**src/rtl/core/hrrn_pkg.sv**
```systemverilog
`timescale 1ns / 1ps
// ----------------------------------------------------------------------------
// hrrn_pkg
// shared types and widths of the response-ratio scheduler
// ----------------------------------------------------------------------------
package hrrn_pkg;

  localparam int unsigned ARR_W  = 16;
  localparam int unsigned SVC_W  = 16;
  localparam int unsigned TIME_W = 21;
  localparam int unsigned SUM_W  = 25;
  localparam int unsigned PIDX_W = 4;
  // (time - arrival) + service fits one bit above the time width
  localparam int unsigned NUM_W  = TIME_W + 1;
  localparam int unsigned PROD_W = NUM_W + SVC_W;

  localparam int unsigned QUEUE_DEPTH = 2;
  localparam int unsigned QPTR_W      = $clog2(QUEUE_DEPTH);
  localparam int unsigned QCNT_W      = $clog2(QUEUE_DEPTH + 1);

  typedef struct packed {
    logic [ARR_W-1:0] arr_at;
    logic [SVC_W-1:0] run_len;
    logic             last_process;
  } hrrn_item_t;

  // head of the ingest queue as seen by the engine
  typedef struct packed {
    logic       valid;
    hrrn_item_t item;
  } hrrn_qhead_t;

  typedef struct packed {
    logic [PIDX_W-1:0] process_index;
    logic [TIME_W-1:0] start_time;
    logic [TIME_W-1:0] finish_time;
    logic [TIME_W-1:0] turnaround;
    logic [TIME_W-1:0] waiting;
    logic [SUM_W-1:0]  total_waiting;
    logic [SUM_W-1:0]  total_turnaround;
    logic              last_result;
  } hrrn_result_t;

  typedef enum logic [1:0] {
    S_IDLE,
    S_PASS1,
    S_PASS2,
    S_EMIT
  } sched_state_e;

  typedef enum logic [1:0] {
    PH_READ,
    PH_EVAL,
    PH_MUL,
    PH_CMP
  } scan_phase_e;

endpackage

```
**src/rtl/core/hrrn_ingest.sv**
```systemverilog
`timescale 1ns / 1ps
// ----------------------------------------------------------------------------
// hrrn_ingest
// front end: takes process items, fixes zero service, queues them
// ----------------------------------------------------------------------------
module hrrn_ingest (
  input  logic                clk_i,
  input  logic                rst_ni,
  input  logic                in_valid_i,
  output logic                in_ready_o,
  input  hrrn_pkg::hrrn_item_t  in_item_i,
  output hrrn_pkg::hrrn_qhead_t head_o,
  input  logic                pop_i
);
  import hrrn_pkg::*;

  hrrn_item_t              q_mem [QUEUE_DEPTH];
  logic [QPTR_W-1:0]       wr_ptr_q, wr_ptr_d;
  logic [QPTR_W-1:0]       rd_ptr_q, rd_ptr_d;
  logic [QCNT_W-1:0]       q_cnt_q, q_cnt_d;
  logic                    push;
  hrrn_item_t              item_fixed;

  // zero service time runs as one
  always_comb begin
    item_fixed = in_item_i;
    if (in_item_i.run_len == '0) begin
      item_fixed.run_len = SVC_W'(1);
    end
  end

  assign in_ready_o  = (q_cnt_q != QCNT_W'(QUEUE_DEPTH));
  assign push        = in_valid_i && in_ready_o;
  assign head_o.valid = (q_cnt_q != '0);
  assign head_o.item  = q_mem[rd_ptr_q];

  always_comb begin
    wr_ptr_d = wr_ptr_q;
    rd_ptr_d = rd_ptr_q;
    q_cnt_d  = q_cnt_q;
    if (push) begin
      wr_ptr_d = wr_ptr_q + QPTR_W'(1);
    end
    if (pop_i) begin
      rd_ptr_d = rd_ptr_q + QPTR_W'(1);
    end
    if (push && !pop_i) begin
      q_cnt_d = q_cnt_q + QCNT_W'(1);
    end else if (!push && pop_i) begin
      q_cnt_d = q_cnt_q - QCNT_W'(1);
    end
  end

  always_ff @(posedge clk_i or negedge rst_ni) begin
    if (!rst_ni) begin
      wr_ptr_q <= '0;
      rd_ptr_q <= '0;
      q_cnt_q  <= '0;
    end else begin
      wr_ptr_q <= wr_ptr_d;
      rd_ptr_q <= rd_ptr_d;
      q_cnt_q  <= q_cnt_d;
    end
  end

  always_ff @(posedge clk_i) begin
    if (push) begin
      q_mem[wr_ptr_q] <= item_fixed;
    end
  end

`ifndef SYNTHESIS
  a_cnt_bound: assert property (@(posedge clk_i) disable iff (!rst_ni)
    q_cnt_q <= QCNT_W'(QUEUE_DEPTH))
    else $error("ingest queue count beyond depth");

  a_pop_nonempty: assert property (@(posedge clk_i) disable iff (!rst_ni)
    pop_i |-> (q_cnt_q != '0))
    else $error("pop from empty ingest queue");

  a_push_grows: assert property (@(posedge clk_i) disable iff (!rst_ni)
    (push && !pop_i) |=> (q_cnt_q == $past(q_cnt_q) + QCNT_W'(1)))
    else $error("ingest queue count did not follow a lone push");
`endif

endmodule

```
**src/rtl/core/hrrn_engine.sv**
```systemverilog
`timescale 1ns / 1ps
// ----------------------------------------------------------------------------
// hrrn_engine
// back end: process store, two-pass selection per dispatch, result register
// ----------------------------------------------------------------------------
module hrrn_engine #(
  parameter int unsigned MAX_PROCS = 16
) (
  input  logic                  clk_i,
  input  logic                  rst_ni,
  input  hrrn_pkg::hrrn_qhead_t   head_i,
  output logic                  pop_o,
  output logic                  out_valid_o,
  input  logic                  out_ready_i,
  output hrrn_pkg::hrrn_result_t  out_res_o
);
  import hrrn_pkg::*;

  localparam int unsigned IDX_W = (MAX_PROCS > 1) ? $clog2(MAX_PROCS) : 1;
  localparam int unsigned CNT_W = $clog2(MAX_PROCS + 1);

  // process store, one write and one registered read port
  logic [ARR_W-1:0] arr_mem [MAX_PROCS];
  logic [SVC_W-1:0] svc_mem [MAX_PROCS];
  logic [ARR_W-1:0] rd_arr_q;
  logic [SVC_W-1:0] rd_svc_q;
  logic             mem_we;

  sched_state_e      state_q, state_d;
  scan_phase_e       phase_q, phase_d;
  logic [IDX_W-1:0]  idx_q, idx_d;
  logic [CNT_W-1:0]  cnt_q, cnt_d;
  logic [CNT_W-1:0]  k_q, k_d;
  logic [MAX_PROCS-1:0] fin_q, fin_d;
  logic [TIME_W-1:0] cur_q, cur_d;
  logic [SUM_W-1:0]  wsum_q, wsum_d;
  logic [SUM_W-1:0]  tsum_q, tsum_d;
  logic              any_rdy_q, any_rdy_d;
  logic              have_min_q, have_min_d;
  logic              have_best_q, have_best_d;
  logic              out_valid_q, out_valid_d;

  logic [ARR_W-1:0]  min_arr_q, min_arr_d;
  logic [IDX_W-1:0]  best_q, best_d;
  logic [NUM_W-1:0]  num_b_q, num_b_d;
  logic [SVC_W-1:0]  svc_b_q, svc_b_d;
  logic [ARR_W-1:0]  arr_b_q, arr_b_d;
  logic [NUM_W-1:0]  num_i_q, num_i_d;
  logic [SVC_W-1:0]  svc_i_q, svc_i_d;
  logic [ARR_W-1:0]  arr_i_q, arr_i_d;
  logic [PROD_W-1:0] prod_l_q, prod_l_d;
  logic [PROD_W-1:0] prod_r_q, prod_r_d;
  hrrn_result_t      res_q, res_d;

  logic              fin_bit;
  logic              ready_now;
  logic [NUM_W-1:0]  num_now;
  logic              last_elem;
  logic              last_disp;
  logic              out_free;
  logic              any_n, have_n, min_upd;
  logic [ARR_W-1:0]  min_n;
  logic [TIME_W-1:0] finish_t, tat_t, wait_t;
  logic [SUM_W-1:0]  wsum_n, tsum_n;

  assign fin_bit   = fin_q[idx_q];
  assign ready_now = !fin_bit && (TIME_W'(rd_arr_q) <= cur_q);
  assign num_now   = NUM_W'(cur_q) - NUM_W'(rd_arr_q) + NUM_W'(rd_svc_q);
  assign last_elem = (CNT_W'(idx_q) + CNT_W'(1)) == cnt_q;
  assign last_disp = (k_q + CNT_W'(1)) == cnt_q;
  assign out_free  = !out_valid_q || out_ready_i;

  assign any_n   = any_rdy_q || ready_now;
  assign have_n  = have_min_q || !fin_bit;
  assign min_upd = !fin_bit && (!have_min_q || (rd_arr_q < min_arr_q));
  assign min_n   = min_upd ? rd_arr_q : min_arr_q;

  assign finish_t = cur_q + TIME_W'(svc_b_q);
  assign tat_t    = finish_t - TIME_W'(arr_b_q);
  assign wait_t   = tat_t - TIME_W'(svc_b_q);
  assign wsum_n   = wsum_q + SUM_W'(wait_t);
  assign tsum_n   = tsum_q + SUM_W'(tat_t);

  always_comb begin
    state_d     = state_q;
    phase_d     = phase_q;
    idx_d       = idx_q;
    cnt_d       = cnt_q;
    k_d         = k_q;
    fin_d       = fin_q;
    cur_d       = cur_q;
    wsum_d      = wsum_q;
    tsum_d      = tsum_q;
    any_rdy_d   = any_rdy_q;
    have_min_d  = have_min_q;
    have_best_d = have_best_q;
    out_valid_d = out_valid_q && !out_ready_i;
    min_arr_d   = min_arr_q;
    best_d      = best_q;
    num_b_d     = num_b_q;
    svc_b_d     = svc_b_q;
    arr_b_d     = arr_b_q;
    num_i_d     = num_i_q;
    svc_i_d     = svc_i_q;
    arr_i_d     = arr_i_q;
    prod_l_d    = prod_l_q;
    prod_r_d    = prod_r_q;
    res_d       = res_q;
    pop_o       = 1'b0;
    mem_we      = 1'b0;

    case (state_q)
      S_IDLE: begin
        if (head_i.valid) begin
          pop_o = 1'b1;
          // a full store drops the item but still honours its last flag
          if (cnt_q < CNT_W'(MAX_PROCS)) begin
            mem_we = 1'b1;
            cnt_d  = cnt_q + CNT_W'(1);
          end
          if (head_i.item.last_process) begin
            state_d    = S_PASS1;
            phase_d    = PH_READ;
            idx_d      = '0;
            k_d        = '0;
            any_rdy_d  = 1'b0;
            have_min_d = 1'b0;
          end
        end
      end

      // readiness and earliest unfinished arrival
      S_PASS1: begin
        case (phase_q)
          PH_READ: begin
            phase_d = PH_EVAL;
          end
          PH_EVAL: begin
            any_rdy_d  = any_n;
            have_min_d = have_n;
            min_arr_d  = min_n;
            phase_d    = PH_READ;
            if (last_elem) begin
              state_d     = S_PASS2;
              idx_d       = '0;
              have_best_d = 1'b0;
              // nothing ready: jump to the earliest arrival
              if (!any_n && have_n) begin
                cur_d = TIME_W'(min_n);
              end
            end else begin
              idx_d = idx_q + IDX_W'(1);
            end
          end
          default: begin
            phase_d = PH_READ;
          end
        endcase
      end

      // best response ratio by cross-multiplication, ties keep the lower index
      S_PASS2: begin
        case (phase_q)
          PH_READ: begin
            phase_d = PH_EVAL;
          end
          PH_EVAL: begin
            if (ready_now && have_best_q) begin
              num_i_d = num_now;
              svc_i_d = rd_svc_q;
              arr_i_d = rd_arr_q;
              phase_d = PH_MUL;
            end else begin
              if (ready_now) begin
                best_d      = idx_q;
                num_b_d     = num_now;
                svc_b_d     = rd_svc_q;
                arr_b_d     = rd_arr_q;
                have_best_d = 1'b1;
              end
              phase_d = PH_READ;
              if (last_elem) begin
                state_d = S_EMIT;
              end else begin
                idx_d = idx_q + IDX_W'(1);
              end
            end
          end
          PH_MUL: begin
            prod_l_d = PROD_W'(num_i_q) * PROD_W'(svc_b_q);
            prod_r_d = PROD_W'(num_b_q) * PROD_W'(svc_i_q);
            phase_d  = PH_CMP;
          end
          PH_CMP: begin
            if (prod_l_q > prod_r_q) begin
              best_d  = idx_q;
              num_b_d = num_i_q;
              svc_b_d = svc_i_q;
              arr_b_d = arr_i_q;
            end
            phase_d = PH_READ;
            if (last_elem) begin
              state_d = S_EMIT;
            end else begin
              idx_d = idx_q + IDX_W'(1);
            end
          end
          default: begin
            phase_d = PH_READ;
          end
        endcase
      end

      S_EMIT: begin
        if (out_free) begin
          out_valid_d                = 1'b1;
          res_d.process_index        = PIDX_W'(best_q);
          res_d.start_time           = cur_q;
          res_d.finish_time          = finish_t;
          res_d.turnaround           = tat_t;
          res_d.waiting              = wait_t;
          res_d.total_waiting        = wsum_n;
          res_d.total_turnaround     = tsum_n;
          res_d.last_result          = last_disp;
          if (last_disp) begin
            state_d = S_IDLE;
            cnt_d   = '0;
            k_d     = '0;
            fin_d   = '0;
            cur_d   = '0;
            wsum_d  = '0;
            tsum_d  = '0;
          end else begin
            state_d       = S_PASS1;
            phase_d       = PH_READ;
            idx_d         = '0;
            k_d           = k_q + CNT_W'(1);
            fin_d[best_q] = 1'b1;
            cur_d         = finish_t;
            wsum_d        = wsum_n;
            tsum_d        = tsum_n;
            any_rdy_d     = 1'b0;
            have_min_d    = 1'b0;
          end
        end
      end

      default: begin
        state_d = S_IDLE;
      end
    endcase
  end

  always_ff @(posedge clk_i or negedge rst_ni) begin
    if (!rst_ni) begin
      state_q     <= S_IDLE;
      phase_q     <= PH_READ;
      idx_q       <= '0;
      cnt_q       <= '0;
      k_q         <= '0;
      fin_q       <= '0;
      cur_q       <= '0;
      wsum_q      <= '0;
      tsum_q      <= '0;
      any_rdy_q   <= 1'b0;
      have_min_q  <= 1'b0;
      have_best_q <= 1'b0;
      out_valid_q <= 1'b0;
    end else begin
      state_q     <= state_d;
      phase_q     <= phase_d;
      idx_q       <= idx_d;
      cnt_q       <= cnt_d;
      k_q         <= k_d;
      fin_q       <= fin_d;
      cur_q       <= cur_d;
      wsum_q      <= wsum_d;
      tsum_q      <= tsum_d;
      any_rdy_q   <= any_rdy_d;
      have_min_q  <= have_min_d;
      have_best_q <= have_best_d;
      out_valid_q <= out_valid_d;
    end
  end

  always_ff @(posedge clk_i) begin
    min_arr_q <= min_arr_d;
    best_q    <= best_d;
    num_b_q   <= num_b_d;
    svc_b_q   <= svc_b_d;
    arr_b_q   <= arr_b_d;
    num_i_q   <= num_i_d;
    svc_i_q   <= svc_i_d;
    arr_i_q   <= arr_i_d;
    prod_l_q  <= prod_l_d;
    prod_r_q  <= prod_r_d;
    res_q     <= res_d;
  end

  always_ff @(posedge clk_i) begin
    if (mem_we) begin
      arr_mem[cnt_q[IDX_W-1:0]] <= head_i.item.arr_at;
      svc_mem[cnt_q[IDX_W-1:0]] <= head_i.item.run_len;
    end
    rd_arr_q <= arr_mem[idx_q];
    rd_svc_q <= svc_mem[idx_q];
  end

  assign out_valid_o = out_valid_q;
  assign out_res_o   = res_q;

`ifndef SYNTHESIS
  a_cnt_bound: assert property (@(posedge clk_i) disable iff (!rst_ni)
    cnt_q <= CNT_W'(MAX_PROCS))
    else $error("process count beyond store depth");

  a_emit_has_best: assert property (@(posedge clk_i) disable iff (!rst_ni)
    (state_q == S_EMIT) |-> have_best_q)
    else $error("dispatch without a selected process");

  a_emit_unfinished: assert property (@(posedge clk_i) disable iff (!rst_ni)
    (state_q == S_EMIT && out_free) |-> !fin_q[best_q])
    else $error("dispatched process already finished");

  a_set_cleared: assert property (@(posedge clk_i) disable iff (!rst_ni)
    (state_q == S_EMIT && out_free && last_disp) |=>
      (state_q == S_IDLE && cnt_q == '0 && fin_q == '0 && cur_q == '0))
    else $error("state not cleared after final dispatch");
`endif

endmodule

```
**src/rtl/core/hrrn_scheduler_unit.sv**
```systemverilog
`timescale 1ns / 1ps
// ----------------------------------------------------------------------------
// hrrn_scheduler_unit
// non-preemptive highest-response-ratio-next scheduler over a loaded set
// ----------------------------------------------------------------------------
// Load items are taken one per cycle into a two-entry queue and written to the
// process store at one per cycle; an item with tlast set closes the set and
// starts a schedule, during which the queue fills and then stalls the slave
// side. Each dispatch walks the store twice through its single registered
// read port: a first pass (a read and an evaluate step per stored process)
// finds whether any unfinished process has arrived and the earliest
// unfinished arrival, a second pass (the same steps, plus a multiply and a
// compare step for each ready process after the first, owing to the
// cross-multiply compare) picks the best ratio, then the emit state writes
// the result register once the master side can take it. Only unfinished
// processes can be ready. Results leave through a registered master port; a
// store-full item is dropped but its tlast is honoured.
module hrrn_scheduler_unit #(
  parameter int unsigned MAX_PROCS = 16
) (
  input  logic         clk_i,
  input  logic         rst_ni,
  // slave side: one process per transfer
  input  logic         s_axis_tvalid,
  output logic         s_axis_tready,
  input  logic [31:0]  s_axis_tdata,   // arrival[15:0], service[31:16]
  input  logic         s_axis_tlast,   // last_process
  // master side: one dispatch per transfer
  output logic         m_axis_tvalid,
  input  logic         m_axis_tready,
  output logic [143:0] m_axis_tdata,   // process_index[3:0], start_time[24:4],
                                       // finish_time[45:25], turnaround[66:46],
                                       // waiting[87:67], total_waiting[112:88],
                                       // total_turnaround[137:113], zero pad
  output logic         m_axis_tlast    // last_result
);
  import hrrn_pkg::*;

  hrrn_item_t   in_item;
  hrrn_qhead_t  head;
  logic         pop;
  hrrn_result_t res;

  // unpack the slave transfer
  assign in_item.arr_at       = s_axis_tdata[15:0];
  assign in_item.run_len      = s_axis_tdata[31:16];
  assign in_item.last_process = s_axis_tlast;

  // front end: zero-service fix and queue
  hrrn_ingest u_ingest (
    .clk_i      (clk_i),
    .rst_ni     (rst_ni),
    .in_valid_i (s_axis_tvalid),
    .in_ready_o (s_axis_tready),
    .in_item_i  (in_item),
    .head_o     (head),
    .pop_i      (pop)
  );

  // back end: store, selection passes and result register
  hrrn_engine #(
    .MAX_PROCS (MAX_PROCS)
  ) u_engine (
    .clk_i       (clk_i),
    .rst_ni      (rst_ni),
    .head_i      (head),
    .pop_o       (pop),
    .out_valid_o (m_axis_tvalid),
    .out_ready_i (m_axis_tready),
    .out_res_o   (res)
  );

  // pack the master transfer, process index in the lowest bits
  assign m_axis_tdata = {6'b0,
                         res.total_turnaround,
                         res.total_waiting,
                         res.waiting,
                         res.turnaround,
                         res.finish_time,
                         res.start_time,
                         res.process_index};
  assign m_axis_tlast = res.last_result;

endmodule
```
**config.mk**
```make
export PLATFORM = sky130hd
export DESIGN_NAME = hrrn_scheduler_unit
export DESIGN_NICKNAME = d
export VERILOG_FILES = /design/src/rtl/core/hrrn_pkg.sv /design/src/rtl/core/hrrn_ingest.sv /design/src/rtl/core/hrrn_engine.sv /design/src/rtl/core/hrrn_scheduler_unit.sv
export SDC_FILE = /design/constraint.sdc
export NUM_CORES = 2
export LEC_CHECK = 0
export BUFFER_PORTS_ARGS = -buffer_cell sky130_fd_sc_hd__buf_2
export CORE_ASPECT_RATIO = 0.6
export CORE_MARGIN = 1.5
export CORE_UTILIZATION = 45
export CTS_BUF_LIST = sky130_fd_sc_hd__clkbuf_16
export CTS_CLUSTER_DIAMETER = 30
export DETAILED_ROUTE_END_ITERATION = 16
export PLACE_DENSITY = 0.71
export SYNTH_ARGS = -nofsm -noshare
export SYNTH_HDL_FRONTEND = slang
export SYNTH_SLANG_ARGS = --single-unit
```
**constraint.sdc**
```tcl
create_clock -name clk_i -period 17.08 [get_ports clk_i]
set_input_delay 1.708 -clock clk_i [delete_from_list [all_inputs] [get_ports clk_i]]
set_output_delay 1.708 -clock clk_i [all_outputs]
set_load 0.01 [all_outputs]
```
---- Word-level counts from Yosys, hierarchy flattened ----
Memories as Yosys holds them, arrays and structs flattened. A register that Yosys moved wholly into a read port is not among the register bits.
Index checks and enable logic that the tools add are counted.
storage, ports and cells
  RAM bits ................................ 578
  memories kept ........................... 3
  flip-flop bits (word level) ............. 456
memories
  name              depth  bits a word  rd ports  clocked after Yosys merged registers in  wr ports  line               RTL
  u_engine.arr_mem  16     16           1         1                                        1         hrrn_engine.sv:23  logic [ARR_W-1:0] arr_mem [MAX_PROCS];
  u_engine.svc_mem  16     16           1         1                                        1         hrrn_engine.sv:24  logic [SVC_W-1:0] svc_mem [MAX_PROCS];
  u_ingest.q_mem    2      33           1         0                                        1         hrrn_ingest.sv:17  hrrn_item_t q_mem [QUEUE_DEPTH];
cells by class
  reductions and logical operators ........ 43
  order comparisons ....................... 7
  equal/unequal tests ..................... 26
  mux-type cells .......................... 96
  multiply operators ...................... 2
  $add $sub $neg .......................... 15
  bitwise operators ....................... 1
operator list
  kind                  count
  $mux W16              9
  $mux W21              5
  $mul A22 B16 Y38      2
  $mux W22              3
  $pmux W16 S2          2
  $add A25 B21 Y25      2
  $mux W25              2
  $mux W4               11
  $pmux W22 S2          1
  $pmux W21 S2          1
  $sub A21 B16 Y21      2
  $mux W5               8
  $gt A38 B38 Y1        1
  $mux W2               14
  $mux W1               26
  $pmux W2 S4           3
  $add A22 B16 Y22      1
  $sub A21 B16 Y22      1
  $add A21 B16 Y21      1
  $le A16 B21 Y1        1
  $pmux W5 S2           2
  $ne A2 B1 Y1 const B  9
  $logic_not A16 Y1     1
  $lt A16 B16 Y1        1
  other kinds (35)      81

---- Logic depth before layout (Yosys ltp) ----
  word-level depth ........................ 11
  mapped depth ............................ 35
  gate-level depth less buffers ........... 35

---- Modules after synthesis ----
Synthesis repeated with hierarchy kept, for this count alone.
unflattened totals
  cells, all modules ...................... 5772
  area total of the unflattened synthesis .. 69321.5 um^2
by module, submodules not included
  module               area an instance (um^2)  sequential area each (um^2)  cells each  times used
  hrrn_engine          66455.0                  29042.9                      5624        1
  hrrn_ingest          2817.7                   2082.0                       141         1
  hrrn_scheduler_unit  48.8                     0.0                          7           1

---- Worst setup path before layout ----
Ideal clock, no wire load.
  kind .................................... reg2reg
  start ................................... reg u_engine.svc_b_q[1]
  end ..................................... reg u_engine.wsum_q[22]
  setup time .............................. 0.288 ns
  clock period less this slack ............ 6.738 ns
  path buffers ............................ 1
  slack ................................... 10.342 ns
  cell stages (with the launch flop) ...... 30
  data arrival time ....................... 6.450 ns
  cells stage by stage .................... edfxtp_1 -> clkbuf_1 -> inv_1 -> fa_1 -> nor2b_1 -> o2111ai_1 -> nand4b_1 -> xor2_1 -> ha_1 -> o21a_1 -> o21a_1 -> a41oi_1 -> nand2b_1 -> xor2_1 -> ha_1 -> and2_1 -> o21ai_0 -> o21ai_1 -> o311ai_0 -> a21o_1 -> or3b_1 -> nor3_2 -> xor2_1 -> ha_1 -> a211o_1 -> or3_1 -> o2111ai_1 -> nor2_1 -> nor2_1 -> a31oi_1
on the way
  longest elaborated chain between the ends .. 5
ends and longest elaborated chain
  item                      line                RTL
  from (decl)               hrrn_engine.sv:46   logic [SVC_W-1:0] svc_b_q, svc_b_d;
  from (signal assigned)    hrrn_engine.sv:290  svc_b_q <= svc_b_d;
  $add A21 B16 Y21          hrrn_engine.sv:78   assign finish_t = cur_q + TIME_W'(svc_b_q);
  net u_engine.finish_t[6]  hrrn_engine.sv:63   logic [TIME_W-1:0] finish_t, tat_t, wait_t;
  $sub A21 B16 Y21          hrrn_engine.sv:79   assign tat_t = finish_t - TIME_W'(arr_b_q);
  net u_engine.tat_t[10]    hrrn_engine.sv:63
  $sub A21 B16 Y21          hrrn_engine.sv:80   assign wait_t = tat_t - TIME_W'(svc_b_q);
  net u_engine.wait_t[19]   hrrn_engine.sv:63
  $add A25 B21 Y25          hrrn_engine.sv:81   assign wsum_n = wsum_q + SUM_W'(wait_t);
  $mux W25                  hrrn_engine.sv:225  if (last_disp) begin
  to (signal assigned)      hrrn_engine.sv:277  wsum_q <= wsum_d;
  to (decl)                 hrrn_engine.sv:36   logic [SUM_W-1:0] wsum_q, wsum_d;
The timed path passes the listed nets, and every way through them passes these cells.
A chain may end at the register's enable or synchronous reset.

---- Worst setup path after layout ----
Ends and elaborated chain as after synthesis.

==> impl_metrics.yaml <==
outcome:
  status: "finished, final reports clean"
synthesis:
  syn_inst: 5619
  synthAdderAreaFrac_pct: 24.5
  synth-async-reset-ratio_pct: 10.6
  ys.flop_type: "edfxtp_1"
  synth_area_sq_mm: 0.0686
  synth_compound_area_share_pct: 7.76
  ys_types: 86
  synthMuxAreaShare_pct: 5.76
  yosysWarnings: 0
  synth_seq_cells: 1066
  synth_edf_count: 921
  synth_top_family_by_area: "adder cells"
  synth-xor-area-share_pct: 2.41
  syn_area_per_cell_sq_um: 12.2
  seq_area_frac_synth_pct: 45.4
  synth-simple-area-share_pct: 8.70
setup_path:
  reg2reg_slack_ns: 8.98
  reg2reg_depth: 28
  slowest_stage: "edfxtp_1"
  end_kind: "flop"
  reg2reg_to: "u_engine.wsum_q[22]$_DFFE_PN0P_"
  crit_family: "compound AO/OA/AOI/OAI gates"
  path_buf_inv: 1
  cp-start-kind: "flop"
  arrival_ns: 8.73
  path_max_fanout: 24
  crit_path_max_incr_delay_ns: 0.97
  timing.rr.start: "u_engine.svc_b_q[1]$_DFFE_PP_"
  required_ns: 17.71
  critPathKind: "reg -> reg"
floorplanning:
  io_pins: 184
  die_h_um: 305
  row_count: 110
  die_w_um: 507
  die_area_sq_mm: 0.155
  start_util_pct: 45.5
  coreArea_sq_mm: 0.151
clocking:
  cts.sinks: 1066
  clk_pin_slew_ns: 0.06
  clock_latency_ns: 0.81
  cts_hold_buffers: 0
  root_buffer: "clkbuf_16"
  clockBufferDepth: 3
  cts_resized: 0
  cts_made_buffers: 161
  htree_levels: 4
  cts_tree: "built"
  post-cts-setup-buffer-count: 0
worst_hold_path:
  hold_start: "u_engine.cur_q[20]$_DFFE_PN0P_"
  min_to: "u_engine.out_res_o[134]$_DFFE_PP_"
  hp-class: "reg -> reg"
  holdPathStages: 0
timing:
  period_needed_ns: 8.10
  hold_viol_final: 0
  setup_viol: 0
  period_share_pct: 47.4
  worst_pin_slew_ns: 1.22
  timing.fmax_mhz: 123
  slew_viol_final: 0
  finClkSkew_ns: 0.0703
  tns_ns: 0
  fin_ws_ns: 8.98
  slew_headroom_pct: 18.7
  rsz0062_at_grt: "no"
global_routing:
  first_global_vias: 46100
  antenna_found_initial: 3
  grt_pass1_wl_mm: 272
  track_usage_pct: 22.9
  grt_overflow_total: 0
  grt_max_degree: 80
layout:
  finalNetCount: 6840
  drive_gt1_share_pct: 13.0
  final_util_pct: 51.4
  instances_no_fill: 7965
  fillers: 12700
  areaGrowthSynthToFinish_pct: 13.0
placed_design:
  dpl.cell_count: 7660
  dp_hpwl_mm: 122
  post-place-ws_ns: 9.13
  gp_congestion: 0.924
  numPortBuffers: 177
route:
  ant_nets: 0
  route.vias.total: 44600
  wl_met1_mm: 77.9
  wl_mm: 175
  met3_length_mm: 19.4
  drt_first_pass_iters: 6
  via_per_inst: 5.60
  highest-signal-layer: "met5"
  dr_wl_met2_mm: 74.5
  post_drt_wl_per_cell_um: 22.0
  drt_iter0_drc: 4092
  drc: 0
job:
  cap_violations: 0
placed cells by master (no fill, tap or decap), types with 101 or more instances in the layout:
cell type  netlist  routed
edfxtp_1       921     921
inv_1          773     784
nand2_1        635     632
fa_1           577     577
ha_1           419     419
and2_1         250     233
a21oi_1        191     191
o21ai_0        190     190
buf_2           12     176
clkbuf_16        0     161
nor2_1         143     139
xnor2_1        129     129
mux2_2         129     129
dfrtp_1        113     110
mux2i_1        101     101
synthesized netlist by cell type (all sizes together), types with 25 or more instances:
| master | count | area share, % |
|---|---|---|
| mux2 | 129 | 2.1 |
| buf | 34 | 0.26 |
| ha | 419 | 7.6 |
| nor3 | 39 | 0.30 |
| a21oi | 191 | 1.4 |
| fa | 577 | 17 |
| xor2 | 60 | 0.77 |
| dfxtp | 32 | 0.93 |
| clkbuf | 190 | 1.0 |
| nand3 | 38 | 0.28 |
| nor2 | 143 | 0.78 |
| inv | 773 | 4.2 |
| a21o | 93 | 1.0 |
| dfrtp | 113 | 4.1 |
| a22oi | 39 | 0.43 |
| edfxtp | 921 | 40 |
| a211oi | 28 | 0.31 |
| a22o | 52 | 0.66 |
| and2 | 251 | 2.3 |
| o21a | 28 | 0.31 |
| nand2b | 31 | 0.28 |
| nor2b | 32 | 0.29 |
| o21ai | 199 | 1.5 |
| xnor2 | 129 | 1.6 |
| mux4 | 66 | 2.2 |
| a31oi | 26 | 0.25 |
| a221oi | 32 | 0.41 |
| nand2 | 635 | 3.5 |
| mux2i | 101 | 1.5 |
| nand4 | 25 | 0.23 |
how the worst max path moves through the flow:
stage,startpoint,to,slack (ns),cells past startpoint
floorplan,u_engine.svc_b_q[1]$_DFFE_PP_,u_engine.wsum_q[22]$_DFFE_PN0P_,10.34,29
global placement,u_engine.svc_b_q[1]$_DFFE_PP_,u_engine.wsum_q[22]$_DFFE_PN0P_,9.26,29
detailed placement,u_engine.svc_b_q[1]$_DFFE_PP_,u_engine.wsum_q[22]$_DFFE_PN0P_,9.13,29
CTS,u_engine.svc_b_q[1]$_DFFE_PP_,u_engine.wsum_q[22]$_DFFE_PN0P_,9.10,28
global route,u_engine.svc_b_q[1]$_DFFE_PP_,u_engine.wsum_q[22]$_DFFE_PN0P_,8.30,29
finish,u_engine.svc_b_q[1]$_DFFE_PP_,u_engine.wsum_q[22]$_DFFE_PN0P_,8.98,28
metal layers:
layer	up-vias	GRT usage, %
met5	-	0
met4	6	5.76
met3	230	6.19
met2	2077	33.3
met1	22600	33.8
li1	19700	-
cell families after synthesis:
logic type,count (synthesis)
AOI/OAI and AO/OA,805
xor gates and xnor gates,189
and+or+nand+nor,1269
buffers and inverters,997
other,1
muxes,296
adders and majority gates,996
DFF,1066
state kept, by name, summed over array words and instances, names as in the netlist, 16 cells and up:
name,count
u_engine.arr_b_q,16
u_engine.arr_i_q,16
u_engine.arr_mem,256
u_engine.cur_q,21
u_engine.fin_q,16
u_engine.min_arr_q,16
u_engine.num_b_q,22
u_engine.num_i_q,22
u_engine.out_res_o,139
u_engine.prod_l_q,38
u_engine.prod_r_q,38
u_engine.rd_arr_q,16
u_engine.rd_svc_q,16
u_engine.svc_b_q,16
u_engine.svc_i_q,16
u_engine.svc_mem,256
u_engine.tsum_q,25
u_engine.wsum_q,25
u_ingest.q_mem,66
final cells by class:
type                       instances  area, sq um  share of cell area (%)
multi-input combinational       3561        33800                    43.6
sequential                      1066        31100                    40.2
clock buffer                     161         4030                    5.20
inverter                         773         2910                    3.75
tap                             2016         2520                    3.25
clock inverter                   143         1710                    2.21
timing repair buffer             244         1400                    1.80
antenna                            1         2.50                 0.00323
stage by stage:
step / hold WS [ns] / area [sq um]
finish: 0.455 / 77500
global route: 0.477 / 77500
CTS: 0.457 / 77500
global placement: 0.446 / 71800
floorplan: 0.423 / 68600
detailed placement: 0.440 / 71800
Power is not shown: default switching activity piles up to over one toggle a cycle in this logic, so the estimate is an artifact.
